**config.mk**
```make
export PLATFORM = sky130hd
export DESIGN_NAME = smbus_master_transaction_sequencer
export DESIGN_NICKNAME = d
export VERILOG_FILES = /design/src/rtl/smbus_seq_pkg.sv /design/src/rtl/smbus_seq_in_reg.sv /design/src/rtl/smbus_seq_core.sv /design/src/rtl/smbus_seq_out_q.sv /design/src/rtl/smbus_master_transaction_sequencer.sv
export SDC_FILE = /design/constraint.sdc
export NUM_CORES = 1
export LEC_CHECK = 0
export BUFFER_PORTS_ARGS = -buffer_cell sky130_fd_sc_hd__buf_2
export CAP_MARGIN = 20
export CORE_MARGIN = 4
export CORE_UTILIZATION = 50
export DETAILED_ROUTE_END_ITERATION = 6
export PLACE_DENSITY = 0.77
export SLEW_MARGIN = 10
export SYNTH_ARGS = -nofsm -noshare
export SYNTH_HDL_FRONTEND = slang
export SYNTH_SLANG_ARGS = --single-unit
```
**constraint.sdc**
```tcl
create_clock -name clk -period 4.95 [get_ports clk]
set_input_delay 0.495 -clock clk [delete_from_list [all_inputs] [get_ports clk]]
set_output_delay 0.495 -clock clk [all_outputs]
set_load 0.1 [all_outputs]
```
**src/rtl/smbus_seq_pkg.sv**
```systemverilog
package smbus_seq_pkg;

  // Longest block transfer, in data bytes.
  localparam int MAX_BLOCK = 32;
  localparam int LEN_W     = 6;
  localparam int TICK_W    = 16;
  localparam logic [TICK_W-1:0] TIMEOUT_RESET = 16'd12;

  // Results one request can cause.
  localparam int NRES = 3;

  // Transfer kinds as they arrive on the request.
  localparam logic [2:0] KIND_QUICK = 3'd0;
  localparam logic [2:0] KIND_BYTE  = 3'd1;
  localparam logic [2:0] KIND_BDATA = 3'd2;
  localparam logic [2:0] KIND_WORD  = 3'd3;
  localparam logic [2:0] KIND_BLOCK = 3'd4;
  localparam logic [2:0] KIND_I2C   = 3'd5;

  typedef enum logic [1:0] {
    REQ_START = 2'd0,
    REQ_EVENT = 2'd1,
    REQ_WDATA = 2'd2,
    REQ_TICK  = 2'd3
  } req_t;

  typedef enum logic [2:0] {
    PH_IDLE  = 3'd0,
    PH_ADDR  = 3'd1,
    PH_CMD   = 3'd2,
    PH_CNT   = 3'd3,
    PH_NEED  = 3'd4,
    PH_WDATA = 3'd5,
    PH_RADDR = 3'd6,
    PH_RDATA = 3'd7
  } phase_t;

  typedef enum logic [3:0] {
    ACT_START   = 4'd0,
    ACT_RESTART = 4'd1,
    ACT_WRITE   = 4'd2,
    ACT_RDACK   = 4'd3,
    ACT_RDNACK  = 4'd4,
    ACT_STOP    = 4'd5,
    ACT_DONE    = 4'd6,
    ACT_RDATA   = 4'd7,
    ACT_NEED    = 4'd8
  } act_t;

  typedef enum logic [2:0] {
    ST_OK         = 3'd0,
    ST_TIMEOUT    = 3'd1,
    ST_UNFINISHED = 3'd2,
    ST_ARB        = 3'd3,
    ST_NOACK      = 3'd4,
    ST_UNSUP      = 3'd5
  } status_t;

  // One request as held in the input register.
  typedef struct packed {
    req_t            req;
    logic [6:0]      dev_addr;
    logic            read_not_write;
    logic [2:0]      kind;
    logic [7:0]      command;
    logic [LEN_W-1:0] length;
    logic [7:0]      data_byte;
    logic            complete;
    logic            arb_lost;
    logic            nack;
  } item_t;

  // One result.
  typedef struct packed {
    act_t       action;
    logic [7:0] bus_byte;
    status_t    status;
  } res_t;

  // All results of one request, lane 0 first.
  typedef struct packed {
    res_t [NRES-1:0] res;
    logic [1:0]      cnt;
  } bundle_t;

  function automatic res_t mk_res(act_t a, logic [7:0] b, status_t s);
    res_t r;
    r.action   = a;
    r.bus_byte = b;
    r.status   = s;
    return r;
  endfunction

  // Clamp a byte count to the longest block.
  function automatic logic [LEN_W-1:0] sat_len(logic [7:0] v);
    logic [LEN_W-1:0] r;
    if (v > 8'(MAX_BLOCK)) begin
      r = LEN_W'(MAX_BLOCK);
    end else begin
      r = v[LEN_W-1:0];
    end
    return r;
  endfunction

endpackage

```
**src/rtl/smbus_seq_in_reg.sv**
```systemverilog
module smbus_seq_in_reg
  import smbus_seq_pkg::*;
(
  input  logic        clk,
  input  logic        rst_n,
  input  logic        in_tvalid,
  output logic        in_tready,
  input  logic [39:0] in_tdata,
  input  logic [1:0]  in_tuser,
  input  logic        take,
  output logic        item_valid,
  output item_t       item
);

  logic  valid_r;
  logic  valid_nxt;
  item_t item_r;
  item_t item_nxt;
  logic  in_fire;

  // The register frees up whenever the core takes its request.
  assign in_tready  = !valid_r || take;
  assign in_fire    = in_tvalid && in_tready;
  assign item_valid = valid_r;
  assign item       = item_r;

  // Unpack the request fields.
  always_comb begin
    item_nxt.req            = req_t'(in_tuser);
    item_nxt.dev_addr       = in_tdata[6:0];
    item_nxt.read_not_write = in_tdata[7];
    item_nxt.kind           = in_tdata[10:8];
    item_nxt.command        = in_tdata[18:11];
    item_nxt.length         = in_tdata[24:19];
    item_nxt.data_byte      = in_tdata[32:25];
    item_nxt.complete       = in_tdata[33];
    item_nxt.arb_lost       = in_tdata[34];
    item_nxt.nack           = in_tdata[35];
  end

  always_comb begin
    if (in_fire) begin
      valid_nxt = 1'b1;
    end else if (take) begin
      valid_nxt = 1'b0;
    end else begin
      valid_nxt = valid_r;
    end
  end

  always_ff @(posedge clk) begin
    if (!rst_n) begin
      valid_r <= 1'b0;
    end else begin
      valid_r <= valid_nxt;
    end
  end

  always_ff @(posedge clk) begin
    if (in_fire) begin
      item_r <= item_nxt;
    end
  end

endmodule

```
**src/rtl/smbus_seq_core.sv**
```systemverilog
module smbus_seq_core
  import smbus_seq_pkg::*;
(
  input  logic              clk,
  input  logic              rst_n,
  input  logic              cfg_wr_en,
  input  logic [TICK_W-1:0] cfg_wr_data,
  input  logic              item_valid,
  input  item_t             item,
  input  logic              room,
  output logic              take,
  output logic              push,
  output bundle_t           bnd
);

  phase_t            phase_r, phase_nxt;
  logic [2:0]        kind_r, kind_nxt;
  logic              is_read_r, is_read_nxt;
  logic [6:0]        addr_r, addr_nxt;
  logic [7:0]        cmd_r, cmd_nxt;
  logic [LEN_W-1:0]  left_r, left_nxt;
  logic              first_r, first_nxt;
  logic [TICK_W-1:0] wait_r, wait_nxt;
  logic [TICK_W-1:0] timeout_r;

  bundle_t           bnd_c;
  logic [1:0]        n;
  logic              do_rd;
  logic              do_wr;
  logic              do_fin;
  logic              fin_stop;
  status_t           fin_st;
  logic              rbit;
  logic              busy;

  // A request is processed once the result queue can hold all its results.
  assign take = item_valid && room;
  assign push = take && (bnd_c.cnt != 2'd0);
  assign bnd  = bnd_c;
  assign busy = (phase_r != PH_IDLE) && (phase_r != PH_NEED);
  assign rbit = item.read_not_write && (item.kind <= KIND_BYTE);

  // Next state and results for the held request.
  always_comb begin
    phase_nxt   = phase_r;
    kind_nxt    = kind_r;
    is_read_nxt = is_read_r;
    addr_nxt    = addr_r;
    cmd_nxt     = cmd_r;
    left_nxt    = left_r;
    first_nxt   = first_r;
    wait_nxt    = wait_r;
    bnd_c       = '0;
    n           = 2'd0;
    do_rd       = 1'b0;
    do_wr       = 1'b0;
    do_fin      = 1'b0;
    fin_stop    = 1'b0;
    fin_st      = ST_OK;

    case (item.req)
      REQ_START: begin
        if (phase_r == PH_IDLE) begin
          if (item.kind > KIND_I2C) begin
            bnd_c.res[n] = mk_res(ACT_DONE, 8'd0, ST_UNSUP);
            n = n + 2'd1;
          end else begin
            kind_nxt    = item.kind;
            is_read_nxt = item.read_not_write;
            addr_nxt    = item.dev_addr;
            cmd_nxt     = item.command;
            first_nxt   = 1'b0;
            case (item.kind)
              KIND_BYTE:  left_nxt = item.read_not_write ? LEN_W'(1) : LEN_W'(0);
              KIND_BDATA: left_nxt = LEN_W'(1);
              KIND_WORD:  left_nxt = LEN_W'(2);
              KIND_BLOCK: begin
                if (item.read_not_write) begin
                  left_nxt  = '0;
                  first_nxt = 1'b1;
                end else begin
                  left_nxt = sat_len({2'b00, item.length});
                end
              end
              KIND_I2C:   left_nxt = sat_len({2'b00, item.length});
              default:    left_nxt = '0;
            endcase
            bnd_c.res[n] = mk_res(ACT_START, {item.dev_addr, rbit}, ST_OK);
            n = n + 2'd1;
            phase_nxt = PH_ADDR;
            wait_nxt  = '0;
          end
        end
      end

      REQ_EVENT: begin
        if (busy) begin
          if (!item.complete) begin
            do_fin   = 1'b1;
            fin_stop = 1'b1;
            fin_st   = ST_UNFINISHED;
          end else if (item.arb_lost) begin
            do_fin = 1'b1;
            fin_st = ST_ARB;
          end else if ((phase_r != PH_RDATA) && item.nack) begin
            do_fin   = 1'b1;
            fin_stop = 1'b1;
            fin_st   = ST_NOACK;
          end else begin
            case (phase_r)
              PH_ADDR: begin
                if (is_read_r && (kind_r <= KIND_BYTE)) begin
                  do_rd = 1'b1;
                end else if (kind_r == KIND_QUICK) begin
                  do_fin   = 1'b1;
                  fin_stop = 1'b1;
                end else begin
                  bnd_c.res[n] = mk_res(ACT_WRITE, cmd_r, ST_OK);
                  n = n + 2'd1;
                  phase_nxt = PH_CMD;
                  wait_nxt  = '0;
                end
              end
              PH_CMD: begin
                if (is_read_r) begin
                  bnd_c.res[n] = mk_res(ACT_RESTART, {addr_r, 1'b1}, ST_OK);
                  n = n + 2'd1;
                  phase_nxt = PH_RADDR;
                  wait_nxt  = '0;
                end else if (kind_r == KIND_BLOCK) begin
                  bnd_c.res[n] = mk_res(ACT_WRITE, 8'(left_r), ST_OK);
                  n = n + 2'd1;
                  phase_nxt = PH_CNT;
                  wait_nxt  = '0;
                end else begin
                  do_wr = 1'b1;
                end
              end
              PH_CNT, PH_WDATA: do_wr = 1'b1;
              PH_RADDR:         do_rd = 1'b1;
              PH_RDATA: begin
                bnd_c.res[n] = mk_res(ACT_RDATA, item.data_byte, ST_OK);
                n = n + 2'd1;
                if (first_r) begin
                  first_nxt = 1'b0;
                  left_nxt  = sat_len(item.data_byte);
                end else if (left_r != '0) begin
                  left_nxt = left_r - LEN_W'(1);
                end
                do_rd = 1'b1;
              end
              default: phase_nxt = PH_IDLE;
            endcase
          end
        end
      end

      REQ_WDATA: begin
        if (phase_r == PH_NEED) begin
          bnd_c.res[n] = mk_res(ACT_WRITE, item.data_byte, ST_OK);
          n = n + 2'd1;
          if (left_r != '0) begin
            left_nxt = left_r - LEN_W'(1);
          end
          phase_nxt = PH_WDATA;
          wait_nxt  = '0;
        end
      end

      REQ_TICK: begin
        if (busy) begin
          if (wait_r >= timeout_r) begin
            do_fin   = 1'b1;
            fin_stop = 1'b1;
            fin_st   = ST_TIMEOUT;
          end else begin
            wait_nxt = wait_r + TICK_W'(1);
          end
        end
      end

      default: begin
      end
    endcase

    // Ask the host for the next write byte, or close the transfer.
    if (do_wr) begin
      if (left_nxt != '0) begin
        bnd_c.res[n] = mk_res(ACT_NEED, 8'd0, ST_OK);
        n = n + 2'd1;
        phase_nxt = PH_NEED;
        wait_nxt  = '0;
      end else begin
        do_fin   = 1'b1;
        fin_stop = 1'b1;
      end
    end

    // Start the next read byte; the last one is nacked.
    if (do_rd) begin
      if (first_nxt) begin
        bnd_c.res[n] = mk_res(ACT_RDACK, 8'd0, ST_OK);
        n = n + 2'd1;
        phase_nxt = PH_RDATA;
        wait_nxt  = '0;
      end else if (left_nxt == '0) begin
        do_fin   = 1'b1;
        fin_stop = 1'b1;
      end else begin
        bnd_c.res[n] = mk_res((left_nxt > LEN_W'(1)) ? ACT_RDACK : ACT_RDNACK,
                              8'd0, ST_OK);
        n = n + 2'd1;
        phase_nxt = PH_RDATA;
        wait_nxt  = '0;
      end
    end

    // End of transfer: optional stop, then done with its status.
    if (do_fin) begin
      if (fin_stop) begin
        bnd_c.res[n] = mk_res(ACT_STOP, 8'd0, ST_OK);
        n = n + 2'd1;
      end
      bnd_c.res[n] = mk_res(ACT_DONE, 8'd0, fin_st);
      n = n + 2'd1;
      phase_nxt = PH_IDLE;
      wait_nxt  = '0;
    end

    bnd_c.cnt = n;
  end

  // Transaction state.
  always_ff @(posedge clk) begin
    if (!rst_n) begin
      phase_r   <= PH_IDLE;
      kind_r    <= '0;
      is_read_r <= 1'b0;
      addr_r    <= '0;
      cmd_r     <= '0;
      left_r    <= '0;
      first_r   <= 1'b0;
      wait_r    <= '0;
    end else if (take) begin
      phase_r   <= phase_nxt;
      kind_r    <= kind_nxt;
      is_read_r <= is_read_nxt;
      addr_r    <= addr_nxt;
      cmd_r     <= cmd_nxt;
      left_r    <= left_nxt;
      first_r   <= first_nxt;
      wait_r    <= wait_nxt;
    end
  end

  // Timeout limit register.
  always_ff @(posedge clk) begin
    if (!rst_n) begin
      timeout_r <= TIMEOUT_RESET;
    end else if (cfg_wr_en) begin
      timeout_r <= cfg_wr_data;
    end
  end

endmodule

```
**src/rtl/smbus_seq_out_q.sv**
```systemverilog
module smbus_seq_out_q
  import smbus_seq_pkg::*;
(
  input  logic    clk,
  input  logic    rst_n,
  input  logic    push,
  input  bundle_t push_bnd,
  output logic    room,
  output logic    out_valid,
  input  logic    out_ready,
  output res_t    out_res,
  output logic    out_last
);

  bundle_t    slot_r [2];
  logic       wr_ptr_r;
  logic       rd_ptr_r;
  logic [1:0] cnt_r, cnt_nxt;
  logic [1:0] idx_r;
  bundle_t    head;
  logic       pop;
  logic       pop_bnd;

  // Head bundle drains one result per accepted output request.
  assign head      = slot_r[rd_ptr_r];
  assign out_valid = (cnt_r != 2'd0);
  assign out_res   = head.res[idx_r];
  assign out_last  = (idx_r == (head.cnt - 2'd1));
  assign pop       = out_valid && out_ready;
  assign pop_bnd   = pop && out_last;
  assign room      = (cnt_r != 2'd2);

  always_comb begin
    cnt_nxt = cnt_r;
    if (push && !pop_bnd) begin
      cnt_nxt = cnt_r + 2'd1;
    end else if (!push && pop_bnd) begin
      cnt_nxt = cnt_r - 2'd1;
    end
  end

  // Queue pointers and the lane index within the head bundle.
  always_ff @(posedge clk) begin
    if (!rst_n) begin
      wr_ptr_r <= 1'b0;
      rd_ptr_r <= 1'b0;
      cnt_r    <= 2'd0;
      idx_r    <= 2'd0;
    end else begin
      cnt_r <= cnt_nxt;
      if (push) begin
        wr_ptr_r <= !wr_ptr_r;
      end
      if (pop_bnd) begin
        rd_ptr_r <= !rd_ptr_r;
        idx_r    <= 2'd0;
      end else if (pop) begin
        idx_r <= idx_r + 2'd1;
      end
    end
  end

  always_ff @(posedge clk) begin
    if (push) begin
      slot_r[wr_ptr_r] <= push_bnd;
    end
  end

endmodule

```
**src/rtl/smbus_master_transaction_sequencer.sv**
```systemverilog
// Channel   Direction  tdata (low bit first)                       tuser     tlast
// in_*      input      dev_addr, read_not_write, kind, command,    req_type  -
//                      length, data_byte, complete, arb_lost, nack
// out_*     output     bus_byte, status                            action    last
// cfg_*     input      timeout_ticks (write only)                  -         -
//
// A request is accepted every cycle while the result queue has room; it is
// held in the input register until the core can process it, and its
// results are registered in the result queue before they show on the
// output, one result per accepted output request; a two-bundle queue sits
// between the sequencer state and the output. Reset is synchronous and
// active low; it returns to idle with the timeout limit at 12. A stalled
// output fills the queue and the input register and then holds in_tready low.
module smbus_master_transaction_sequencer
  import smbus_seq_pkg::*;
(
  input  logic        clk,
  input  logic        rst_n,
  input  logic        in_tvalid,
  output logic        in_tready,
  // dev_addr, read_not_write, kind, command, length, data_byte,
  // complete, arb_lost, nack, zero fill
  input  logic [39:0] in_tdata,
  // req_type
  input  logic [1:0]  in_tuser,
  output logic        out_tvalid,
  input  logic        out_tready,
  // bus_byte, status, zero fill
  output logic [15:0] out_tdata,
  // action
  output logic [3:0]  out_tuser,
  output logic        out_tlast,
  input  logic        cfg_wr_en,
  input  logic [15:0] cfg_wr_data
);

  logic    item_valid;
  item_t   item;
  logic    take;
  logic    room;
  logic    push;
  bundle_t bnd;
  res_t    out_res;

  smbus_seq_in_reg u_in_reg (
    .clk        (clk),
    .rst_n      (rst_n),
    .in_tvalid  (in_tvalid),
    .in_tready  (in_tready),
    .in_tdata   (in_tdata),
    .in_tuser   (in_tuser),
    .take       (take),
    .item_valid (item_valid),
    .item       (item)
  );

  smbus_seq_core u_core (
    .clk         (clk),
    .rst_n       (rst_n),
    .cfg_wr_en   (cfg_wr_en),
    .cfg_wr_data (cfg_wr_data),
    .item_valid  (item_valid),
    .item        (item),
    .room        (room),
    .take        (take),
    .push        (push),
    .bnd         (bnd)
  );

  smbus_seq_out_q u_out_q (
    .clk       (clk),
    .rst_n     (rst_n),
    .push      (push),
    .push_bnd  (bnd),
    .room      (room),
    .out_valid (out_tvalid),
    .out_ready (out_tready),
    .out_res   (out_res),
    .out_last  (out_tlast)
  );

  // Pack the result fields onto the output channel.
  assign out_tdata = {5'd0, out_res.status, out_res.bus_byte};
  assign out_tuser = out_res.action;

endmodule

```
# Word-level counts from Yosys, hierarchy flattened
# Memory sizes are Yosys's and may differ from the RTL's. A register that Yosys moved wholly into a read port is not among the register bits.
# Index checks and enable logic that the tools add are counted.
dict set report word_totals {
  reg_bits 106
  mem_bits_rw 94
  inputBits 63
  out_inout_bits 23
  wordCells 293
  n_memories 1
}
dict set report op_classes {
  n_addsub 10
  magnitude_cmp 16
  n_eq_ne 20
  muxes 174
  n_bitwise 11
  reduce_logical 37
}
# name words width read_ports rd_ports_with_merged_regs write_ports line_no
set mem_list {}
lappend mem_list {u_out_q.slot_r 2 47 1 1 1 smbus_seq_out_q.sv:15} ;# bundle_t slot_r [2];
# cell n
set op_table {}
lappend op_table {{$mux W45} 8}
lappend op_table {{$mux W16} 19}
lappend op_table {{$mux W15} 12}
lappend op_table {{$demux W15 S2} 4}
lappend op_table {{$bwmux W45} 2}
lappend op_table {{$pmux W15 S3} 2}
lappend op_table {{$and A39 B39 Y39} 2}
lappend op_table {{$mux W6} 13}
lappend op_table {{$not A39 Y39} 2}
lappend op_table {{$mux W3} 23}
lappend op_table {{$pmux W16 S4} 1}
lappend op_table {{$mux W1} 56}
lappend op_table {{$and A14 B42 Y42} 1}
lappend op_table {{$not A42 Y42} 1}
lappend op_table {{$mux W13} 3}
lappend op_table {{$mux W2} 16}
lappend op_table {{$pmux W16 S2} 1}
lappend op_table {{$bmux W15 S2} 1}
lappend op_table {{$pmux W6 S5} 1}
lappend op_table {{$eq A3 B3 Y1 const B} 7}
lappend op_table {{$pmux W3 S3} 2}
lappend op_table {{$pmux W6 S3} 1}
lappend op_table {{$add A16 B1 Y16 const B} 1}
lappend op_table {{$ge A16 B16 Y1} 1}
lappend op_table {{other kinds (36)} 88}

# Depth between registers and ports, before layout
# Gate-level depths: netlist of run 1.
dict set report logic_depth {
  ltp_word 27
  ltp_mapped 25
  mapped_depth_nobuf 25
}

# Hierarchy
# From an unflattened synthesis of run 1, not the netlist that was laid out.
dict set report unflattened {
  cells_unflattened 937
  hier_area_um2 10279.9
}
# mod n_inst cells_per_inst area_per_inst_um2 seq_area_each_um2
set modules_own_cells {}
lappend modules_own_cells {smbus_seq_core 1 677 5126.2 1221.2}
lappend modules_own_cells {smbus_seq_out_q 1 211 3913.8 2962.8}
lappend modules_own_cells {smbus_seq_in_reg 1 43 1198.6 1161.1}
lappend modules_own_cells {smbus_master_transaction_sequencer 1 6 41.3 0.0}

# Worst setup path after synthesis of run 1
# OpenSTA, ideal clock, no wires.
dict set report synth_path {
  kind {reg-to-reg}
  from {register u_core.left_r[0]}
  to {memory u_out_q.slot_r[1][0] (netlist bit) (enable)}
  setup_ns 0.390
  t_arrival_ns 4.765
  required_ns 4.560
  path_slack_ns -0.205
  stages_incl_launch_ff 22
  n_path_buf 0
  period_less_slack_ns 5.155
  path_cell_list {dfxtp_1 -> inv_1 -> ha_1 -> nor3b_2 -> a21oi_1 -> o221a_2 -> a2111oi_2 -> and4_4 -> nand3_4 -> ha_1 -> mux2_2 -> inv_1 -> ha_1 -> inv_1 -> nand2_1 -> nand2_1 -> ha_1 -> mux2i_1 -> inv_1 -> ha_1 -> nand3_1 -> and3_1}
}
dict set report synth_between {
  elab_chain_len 25
  word_cells_on_any_way 40
  cone_classes {add/sub: 4; mux: 31; reduce/logical: 5}
}
# element line_no
set synth_lines {}
lappend synth_lines {{from (decl)} smbus_seq_core.sv:21} ;# logic [LEN_W-1:0] left_r, left_nxt;
lappend synth_lines {{from (signal assigned)} smbus_seq_core.sv:250} ;# left_r <= left_nxt;
lappend synth_lines {{$sub A6 B1 Y6 / $reduce_bool A6 Y1 (equally long branches)} n/a}
lappend synth_lines {{$mux W6} {smbus_seq_core.sv:147, smbus_seq_core.sv:162}}
lappend synth_lines {{$mux W6} smbus_seq_core.sv:144} ;# if (first_r) begin
lappend synth_lines {{$mux W6} smbus_seq_core.sv:110} ;# case (phase_r)
lappend synth_lines {{$mux W6} smbus_seq_core.sv:105} ;# end else if ((phase_r != PH_RDATA) && item.nack) begin
lappend synth_lines {{$mux W6} smbus_seq_core.sv:102} ;# end else if (item.arb_lost) begin
lappend synth_lines {{$mux W6} smbus_seq_core.sv:98} ;# if (!item.complete) begin
lappend synth_lines {{$mux W6} smbus_seq_core.sv:97} ;# if (busy) begin
lappend synth_lines {{[... 9 more ...]} n/a}
lappend synth_lines {{$mux W2} smbus_seq_core.sv:220} ;# if (fin_stop) begin
lappend synth_lines {{$mux W2} smbus_seq_core.sv:219} ;# if (do_fin) begin
lappend synth_lines {{$add A2 B1 Y2} smbus_seq_core.sv:225} ;# n = n + 2'd1;
lappend synth_lines {{$mux W2 (*)} smbus_seq_core.sv:219}
lappend synth_lines {{$reduce_bool A2 Y1 (*)} smbus_seq_core.sv:38} ;# assign push = take && (bnd_c.cnt != 2'd0);
lappend synth_lines {{$logic_and A1 B1 Y1 (*)} smbus_seq_core.sv:38}
lappend synth_lines {{$mux W1 (*)} smbus_seq_out_q.sv:64} ;# if (push) begin
lappend synth_lines {{$mux W1 (implied by the code) (*)} smbus_seq_out_q.sv:65} ;# slot_r[wr_ptr_r] <= push_bnd;
lappend synth_lines {{to (decl)} smbus_seq_out_q.sv:15}
# Mark *: on every way between the ends. The rest lies on a longest branch, timed or not. The select of a mux whose other input is x is not followed.

# Worst setup path after layout of run 1
dict set report layout_path {
  from {register u_core.phase_r[2]}
  to {register u_out_q.cnt_r[1]}
}
dict set report layout_between {
  elab_chain_len 24
  word_cells_on_any_way 92
  cone_classes {add/sub: 4; eq/ne: 9; mux: 65; reduce/logical: 14}
}
# element line_no
set layout_lines {}
lappend layout_lines {{from (decl)} smbus_seq_core.sv:16} ;# phase_t phase_r, phase_nxt;
lappend layout_lines {{from (signal assigned)} smbus_seq_core.sv:245} ;# phase_r <= phase_nxt;
lappend layout_lines {{$eq A3 B3 Y1 (tied with other cells)} smbus_seq_core.sv:110}
lappend layout_lines {{$pmux W2 S3 (tied with other cells)} smbus_seq_core.sv:110}
lappend layout_lines {{$mux W2 / $mux W6 (equally long branches)} smbus_seq_core.sv:105}
lappend layout_lines {{$mux W2 / $mux W6 (equally long branches)} smbus_seq_core.sv:102}
lappend layout_lines {{$mux W2 / $mux W6 (equally long branches)} smbus_seq_core.sv:98}
lappend layout_lines {{$mux W2 / $mux W6 (equally long branches)} smbus_seq_core.sv:97}
lappend layout_lines {{$pmux W2 S3 / $pmux W6 S3 (equally long branches)} smbus_seq_core.sv:61} ;# case (item.req)
lappend layout_lines {{$add A2 B1 Y2 / $reduce_bool A6 Y1 (equally long branches)} {smbus_seq_core.sv:190, smbus_seq_core.sv:188}}
lappend layout_lines {{[... 9 more ...]} n/a}
lappend layout_lines {{$add A2 B1 Y2} smbus_seq_core.sv:225}
lappend layout_lines {{$mux W2 (*)} smbus_seq_core.sv:219}
lappend layout_lines {{$reduce_bool A2 Y1 (*)} smbus_seq_core.sv:38}
lappend layout_lines {{$logic_and A1 B1 Y1 (*)} smbus_seq_core.sv:38}
lappend layout_lines {{named net push} smbus_master_transaction_sequencer.sv:41} ;# logic push;
lappend layout_lines {{$logic_not A1 Y1} smbus_seq_out_q.sv:37} ;# end else if (!push && pop_bnd) begin
lappend layout_lines {{$logic_and A1 B1 Y1} smbus_seq_out_q.sv:37}
lappend layout_lines {{$reduce_bool A2 Y1 (no line)} n/a}
lappend layout_lines {{to (signal assigned)} smbus_seq_out_q.sv:50} ;# cnt_r <= cnt_nxt;
lappend layout_lines {{to (decl)} smbus_seq_out_q.sv:18} ;# logic [1:0] cnt_r, cnt_nxt;
# Mark *: on every way through the listed nets, which the timed path passes. The rest lies on a longest branch. The select of a mux whose other input is x is not followed.
# A chain may end at the register's enable or synchronous reset.

==> results.txt, run 1 <==
----------------------------------------------------
[Run status]
  Status ... finished, final reports clean

[Route]
  Number of design rule violations left after detail routing ... 0
  Iteration-0 DRC count of the detailed router ... 861
  Final Routed Wirelength ... 21,500 um
  Via-per-instance ratio ... 5.83
  Detailed Routing Iterations Pass 1 ... 5
  Average wire per cell in the routed design ... 17.4 um
  Total vias in the final route ... 7,195
  Routed Antenna Nets ... 0

[Floorplanning]
  I/O Pins ... 86
  Number of cell rows ... 48
  Initial Utilization ... 0.507
  Die Width ... 140 um
  Vertical die dimension ... 140 um
  Core region area ... 17,200 um2
  Die area ... 19,700 um2

[Setup path]
  Arrival @ worst endpoint ... 5.19 ns
  CP startpoint kind ... flop
  Worst R2R Start ... u_core.phase_r[2]$_SDFFE_PN0P_
  Worst reg2reg path endpoint ... u_out_q.cnt_r[1]$_SDFFE_PN0P_
  Crit Path Class ... reg2reg
  Path depth of the worst reg2reg path ... 23
  Data required time of the critical path ... 5.32 ns
  Slack of the worst reg-to-reg path ... 0.12 ns
  Kind of capture point of the worst setup path ... flop
  Largest driver fanout on the critical path ... 7

[Clock tree]
  Clock insertion delay at the later pin of the skew report ... 0.44 ns
  Number of buffers created by CTS ... 17
  Post-CTS clock slew at the launch and capture registers of the worst setup and hold paths ... 0.07 ns
  CTS hold repair buffers ... 0
  Clock sink count ... 167
  Clock root buffer ... clkbuf_16
  Maximum count of clock buffers along a single path ... 2
  Number of H-tree levels ... 4
  TritonCTS clock tree ... done

[Timing]
  Sum Neg Setup Slack ... 0 ns
  Finish-stage setup viols ... 0
  Slew HR ... 0.374
  Worst hold slack across all endpoints ... 0.229 ns
  Part of the cycle the worst path needs ... 0.975
  Final worst path period need ... 4.83 ns
  Hold violation count in the final report ... 0
  Number of slew-limit violations in the final report ... 0
  Worst-Margin Slew ... 0.939 ns
  Clock Skews ... 0.0114 ns
  FMAX ... 0.207 GHz

[Synth]
  Synthesized area divided by synthesized cell count ... 9.97 um2
  Warnings, synthesis ... 0
  Post-Synth Adder-Cell Area ... 0.0443
  Cell area after synthesis ... 8750 um2
  Synthesized-area fraction occupied by xor and xnor cells ... 0.00987
  Synthesized flop and latch total ... 167
  Dominant register cell in the synthesized netlist ... edfxtp_1
  Top cells by count, synth ... nand2_1, edfxtp_1, nor2_1
  Complex-gate fraction of the synthesized area ... 0.172
  Post-synthesis instance total ... 877
  Fraction of synthesized area in multiplexers ... 0.0572
  Share of the yosys chip area belonging to registers ... 0.494
  Ranking of synthesized cells by area ... edfxtp_1, dfxtp_1, ha_1, nand2_1, a21oi_1
  Library cell with the largest summed area after synthesis ... edfxtp_1
  Share of synthesized flip-flops with an asynchronous set or reset ... 0
  Area share of the largest cell type after synthesis ... 0.336
  Count of flip-flops with a built-in enable after synthesis ... 98
  Main combinational cell family by area after synthesis ... simple AND/OR/NAND/NOR gates
  Simple-gate portion of the synthesized area ... 0.178
  Cell with the most instances after synthesis ... nand2_1
  Number of distinct standard cells referenced by the synthesized netlist ... 81

[Global route]
  Vias in the first global route ... 6,783
  Wire length of the first global-routing pass ... 34,100 um
  Total Routing Usage GR ... 0.215
  Sum of overflow across all layers after global routing ... 0
  Largest net degree at the start of global routing ... 49
  Antenna violations before repair ... 0

[Power]
  Total power divided by cell area ... 307 nW/um2
  Power Total ... 3.21 mW
  Leakage power summed over all cells ... 3.95 nW
  Worst-case vdd ir drop ... 0.242 mV

[Hold path]
  Startpoint of the lowest-slack hold path ... in_tdata[33]
  Instance count along the most critical hold path ... 1
  Endpoint of the worst hold-timing path ... u_in_reg.item[2]$_DFFE_PP_
  Tightest Hold Check Type ... in2reg

[Finish]
  Post-route design area ... 10,500 um2
  Nets ... 1,091
  Fill cell total of the finished layout ... 1,404
  Layout cells sized above 1 ... 0.238
  P&R area growth vs syn ... 19.6%
  Antenna Diode Count ... 0

[Placement]
  Final HPWL DP ... 15,500 um
  Standard cell area after detailed placement ... 9710 um2
  Number of port buffers ... 76
  RePlAce Congestion ... 0.935

[Run]
  Max Cap Violations ... 0

----------------------------------------------------
through the flow:
step	util	cells	setup WS (ns)
3_3_place_gp	0.564	1195	0.0779
5_1_grt	0.607	1235	-0.0343
3_5_place_dp	0.564	1195	-0.0204
6_report	0.607	1235	0.122
4_1_cts	0.596	1227	0.0218
2_1_floorplan	-	881	0.0291
routing by layer:
metal  GRT usage  routed length, um
met1       0.287               9220
met4      0.0862                581
met2       0.349              10300
met3      0.0379               1370
met5           0                  0
flip-flops by register name, summed over array words and instances (netlist names), named ones only:
name / flops
u_out_q.cnt_r: 2
u_out_q.slot_r: 60
u_core.is_read_r: 1
u_core.kind_r: 3
u_core.phase_r: 3
u_in_reg.item_valid: 1
u_out_q.rd_ptr_r: 1
u_core.cmd_r: 8
u_core.addr_r: 7
u_core.timeout_r: 16
u_in_reg.item: 38
u_out_q.wr_ptr_r: 1
u_core.left_r: 6
u_core.first_r: 1
u_core.wait_r: 16
u_out_q.idx_r: 2
logic make-up (layout without fill, tap and decap cells):
group / count (synthesis) / after routing
AND/OR/NAND/NOR: 318 / 318
AO/OA/AOI/OAI: 219 / 219
flip-flops: 167 / 167
buffers and inverters: 91 / 220
multiplexers: 41 / 41
adder cells (fa/ha/maj): 31 / 31
XOR/XNOR: 9 / 9
other: 1 / 5
worst max path at each step:
stage | start | end | slack, ns
floorplan | u_core.left_r[0]$_SDFFE_PN0P_ | u_out_q.cnt_r[1]$_SDFFE_PN0P_ | 0.03
global placement | u_core.phase_r[2]$_SDFFE_PN0P_ | u_out_q.cnt_r[1]$_SDFFE_PN0P_ | 0.08
detailed placement | u_core.left_r[0]$_SDFFE_PN0P_ | u_out_q.cnt_r[1]$_SDFFE_PN0P_ | -0.02
CTS | u_core.left_r[0]$_SDFFE_PN0P_ | u_out_q.cnt_r[1]$_SDFFE_PN0P_ | 0.02
global route | u_in_reg.item[27]$_DFFE_PP_ | u_out_q.cnt_r[1]$_SDFFE_PN0P_ | -0.03
finish | u_core.phase_r[2]$_SDFFE_PN0P_ | u_out_q.cnt_r[1]$_SDFFE_PN0P_ | 0.12
power by group:
group          total [mW]  internal [mW]  switching [mW]
clock                1.23          0.658           0.577
combinational       0.433          0.152           0.280
sequential           1.54           1.51          0.0334
total                3.21           2.32           0.890
what timing repair did:
item,in CTS,in global routing
hold endpoints to repair,0,0
setup endpoints to repair,2,78
gates resized for setup,2,27
pin swaps,0,11
setup buffers,0,7
final cells by class:
class                           count  area, um2  area share
Clock buffer                       19        433      0.0414
Clock inverter                     13        116      0.0111
Inverter                           43        165      0.0158
Multi-Input combinational cell    623       4210       0.402
Sequential cell                   167       4330       0.414
Tap cell                          225        282      0.0269
Timing Repair Buffer              145        933      0.0892
placed cells by master, fill, tap and decap left out, types with 28 or more instances in the layout:
master     n
a21oi_1   65
buf_2     77
buf_4     65
dfxtp_1   66
edfxtp_1  98
ha_1      28
inv_1     38
mux2i_1   31
nand2_1   98
nor2_1    84
o21ai_0   33
worst max-delay path: stages (launching register included):
cell,delay [ns]
dfxtp_2,0.45
or3b_4,0.46
o211ai_1,0.17
nor2_1,0.07
a2111oi_2,0.45
and4_4,0.34
nand3_4,0.07
ha_1,0.28
mux2_2,0.28
inv_1,0.06
ha_1,0.22
inv_1,0.06
nand2_1,0.06
nand2_2,0.09
ha_4,0.20
mux2i_4,0.16
inv_2,0.07
ha_4,0.28
nand3_2,0.06
and2_1,0.14
ha_1,0.20
xor2_1,0.15
or3_1,0.31
a21oi_1,0.13
Power figures use the tool's default switching activity.
==> run 2: changes to the inputs <==
--- a/config.mk
+++ b/config.mk
@@ -11,7 +11,6 @@
 export CORE_UTILIZATION = 50
 export DETAILED_ROUTE_END_ITERATION = 6
 export PLACE_DENSITY = 0.77
-export SLEW_MARGIN = 10
 export SYNTH_ARGS = -nofsm -noshare
 export SYNTH_HDL_FRONTEND = slang
 export SYNTH_SLANG_ARGS = --single-unit
==> constraint.sdc (replaced) <==
create_clock -name clk -period 4.2 [get_ports clk]
set_input_delay 0.42 -clock clk [delete_from_list [all_inputs] [get_ports clk]]
set_output_delay 0.42 -clock clk [all_outputs]
set_load 0.1 [all_outputs]
==> run 2 against run 1 <==
The run now ends with setup timing left. Utilization grew 5.2 points. Clock skew is essentially flat. Routed wire length grew 12%. Via count grew 4.9%. Maximum frequency grew 0.80%. Critical path type unchanged. Largest cell class is now multi-input gates.
==> results.txt, run 2 (synthesis results as in run 1) <==
----------------------------------------------------
[Clock tree]
  Clock root buffer ... clkbuf_16
  Maximum count of clock buffers along a single path ... 2 (unchanged)
  Clock sink count ... 167 (unchanged)
  Number of H-tree levels ... 4 (unchanged)
  Clock insertion delay at the later pin of the skew report ... 0.44 ns (about the same)
  CTS hold repair buffers ... 0 (unchanged)
  Post-CTS clock slew at the launch and capture registers of the worst setup and hold paths ... 0.07 ns (about the same)
  Number of buffers created by CTS ... 17 (unchanged)
  TritonCTS clock tree ... done

[Finish]
  Layout cells sized above 1 ... 0.327 (+0.0892)
  Fill cell total of the finished layout ... 1,325 (-5.6%)
  Commonest non-fill, non-tap cell in the layout ... buf_4
  Leading cell types in the layout, fill and taps excluded ... buf_4, edfxtp_1, nand2_1
  Nets ... 1,155 (+5.9%)
  Flip-flop count of the largest register, all copies and words added ... 60 (unchanged)
  Register bank with the most flops ... u_out_q.slot_r
  Biggest registers after layout ... u_out_q.slot_r: 60 flops, u_in_reg.item: 38 flops
  P&R area growth vs syn ... 29.9%
  Antenna Diode Count ... 0 (unchanged)
  Post-route design area ... 11,400 um2 (+8.6%)

[Route]
  Detailed Routing Iterations Pass 1 ... 6 (+1)
  Routed Antenna Nets ... 0 (unchanged)
  Number of design rule violations left after detail routing ... 0 (unchanged)
  Iteration-0 DRC count of the detailed router ... 756 (-12%)
  Total vias in the final route ... 7,544 (+4.9%)
  Final Routed Wirelength ... 24,000 um (+12%)
  Via-per-instance ratio ... 5.81 (-0.32%)
  Average wire per cell in the routed design ... 18.5 um (+6.2%)

[Timing]
  FMAX ... 0.209 GHz (+0.80%)
  Part of the cycle the worst path needs ... 1.14 (+0.165)
  Worst-Margin Slew ... 0.961 ns (+0.0216 ns)
  Final worst path period need ... 4.79 ns (-0.0384 ns)
  Finish-stage setup viols ... 111 (+111)
  Number of slew-limit violations in the final report ... 0 (unchanged)
  Clock Skews ... 0.0115 ns (+0.000127 ns)
  Slew HR ... 0.359 (-0.0144)
  Hold violation count in the final report ... 0 (unchanged)
  RSZ-0062 raised after global routing ... yes
  Final Worst Setup Slack ... -0.590 ns (-0.712 ns)

[Power]
  Leakage power summed over all cells ... 4.39 nW (+11%)
  Total power divided by cell area ... 346 nW/um2 (+13%)
  Worst-case vdd ir drop ... 0.273 mV (+13%)

[Setup path]
  CP startpoint kind ... flop
  Crit Path Class ... reg2reg
  Data required time of the critical path ... 4.56 ns (-0.76 ns)
  Buf/Inv on CP ... 3 (unchanged)
  Cell at the slowest stage of the critical path ... a2111o_1
  Largest stage delay on the critical path ... 0.50 ns (+0.04 ns)
  Kind of capture point of the worst setup path ... flop
  Cell-by-cell trace of the critical path ... buf_4, a2111o_1, a21oi_2, nor3_2, a2111oi_4, and4_4, nand3_4, ha_4, mux2_4, buf_4, xor2_2, ha_4, mux2i_2, inv_2, ha_4, nand3_4, and2_4, ha_4, xor2_1, or3_1, a21oi_1
  Arrival @ worst endpoint ... 5.15 ns (-0.04 ns)
  Top delay family on crit path ... compound AO/OA/AOI/OAI gates
  Cell type with the highest occurrence count on the critical path ... ha_4
  Largest driver fanout on the critical path ... 5 (-2)

[Floorplanning]
  Core region area ... 17,200 um2 (unchanged)
  Number of cell rows ... 48 (unchanged)
  Initial Utilization ... 0.507 (unchanged)
  Die area ... 19,700 um2 (unchanged)
  Vertical die dimension ... 140 um (unchanged)
  I/O Pins ... 86 (unchanged)
  Die Width ... 140 um (unchanged)

[Placement]
  RePlAce Congestion ... 0.914 (-2.2%)
  Final HPWL DP ... 16,500 um (+6.7%)
  Number of port buffers ... 76 (unchanged)
  Standard cell area after detailed placement ... 10,200 um2 (+5.4%)
  Setup Slack @ Placement ... -0.470 ns (-0.450 ns)

[Global route]
  Antenna violations before repair ... 0 (unchanged)
  Wire length of the first global-routing pass ... 37,800 um (+11%)
  Sum of overflow across all layers after global routing ... 0 (unchanged)
  Largest net degree at the start of global routing ... 39 (-20%)
  Total Routing Usage GR ... 0.241 (+0.0256)
  Vias in the first global route ... 7,360 (+8.5%)

[Run]
  Max Cap Violations ... 0 (unchanged)

[Run status]
  Failing checks ... setup timing
  Status ... finished with violations

[Hold path]
  Tightest Hold Check Type ... in2reg

----------------------------------------------------
-- run 2: cell count changes in the layout (fill, tap and decap cells not counted), sizes merged --
cell	delta
clkinvlp	-1
clkinv	-2
buf	+64
inv	+3
-- run 2: area by class of cell --
cell class                      instances  area (um2)  share of cell area
Clock buffer                           19         454              0.0400
Clock inverter                         13         123              0.0108
Inverter                               43         170              0.0150
Multi-Input combinational cell        623        4480               0.394
Sequential cell                       167        4330               0.381
Tap cell                              225         282              0.0248
Timing Repair Buffer                  209        1520               0.134
-- run 2: path summary, 6_finish.rpt --
check | startpoint | endpoint | slack, ns | cells after the start
min | in_tdata[7] | u_in_reg.item[28]$_DFFE_PP_ | 0.15 | 1
min reg2reg | u_core.addr_r[2]$_SDFFE_PN0P_ | u_core.addr_r[2]$_SDFFE_PN0P_ | 0.46 | 2
max reg2reg | u_in_reg.item[27]$_DFFE_PP_ | u_out_q.cnt_r[1]$_SDFFE_PN0P_ | -0.59 | 21
max | u_in_reg.item[27]$_DFFE_PP_ | u_out_q.cnt_r[1]$_SDFFE_PN0P_ | -0.59 | 21
-- run 2: per-layer routing --
metal  vias up  track usage  routed length [um]
met4         0       0.0745                 552
li1       3603            -                   -
met3        49       0.0471                1780
met1      3573        0.310                9670
met2       319        0.410               12000
met5         -            0                   0
-- run 2: timing repair --
action / in CTS / in global routing
gates resized for setup: 47 / 37
cloned: 3 / 0
pin swaps: 17 / 16
setup endpoints to repair: 93 / 121
hold endpoints to repair: 0 / 0
setup buffers: 11 / 8
-- run 2: metrics by stage --
stage | TNS [ns] | util | std cells | power (mW) | hold WS [ns]
final | -44.37 | 0.659 | 1299 | 3.93 | 0.152
after global routing | -59.33 | 0.659 | 1299 | 4.06 | 0.139
after CTS | -28.31 | 0.650 | 1295 | 3.92 | 0.141
after detailed placement | -26.04 | 0.594 | 1249 | 2.39 | 0.447
after global placement | -19.70 | 0.594 | 1249 | 2.38 | 0.441
after floorplan | -18.21 | - | 881 | 2.20 | 0.436
-- run 2: power breakdown --
part	switching, mW	total, mW	leakage [nW]	internal [mW]
clock	0.714	1.53	0.289	0.821
combinational	0.358	0.574	2.66	0.216
sequential	0.0368	1.82	1.44	1.78
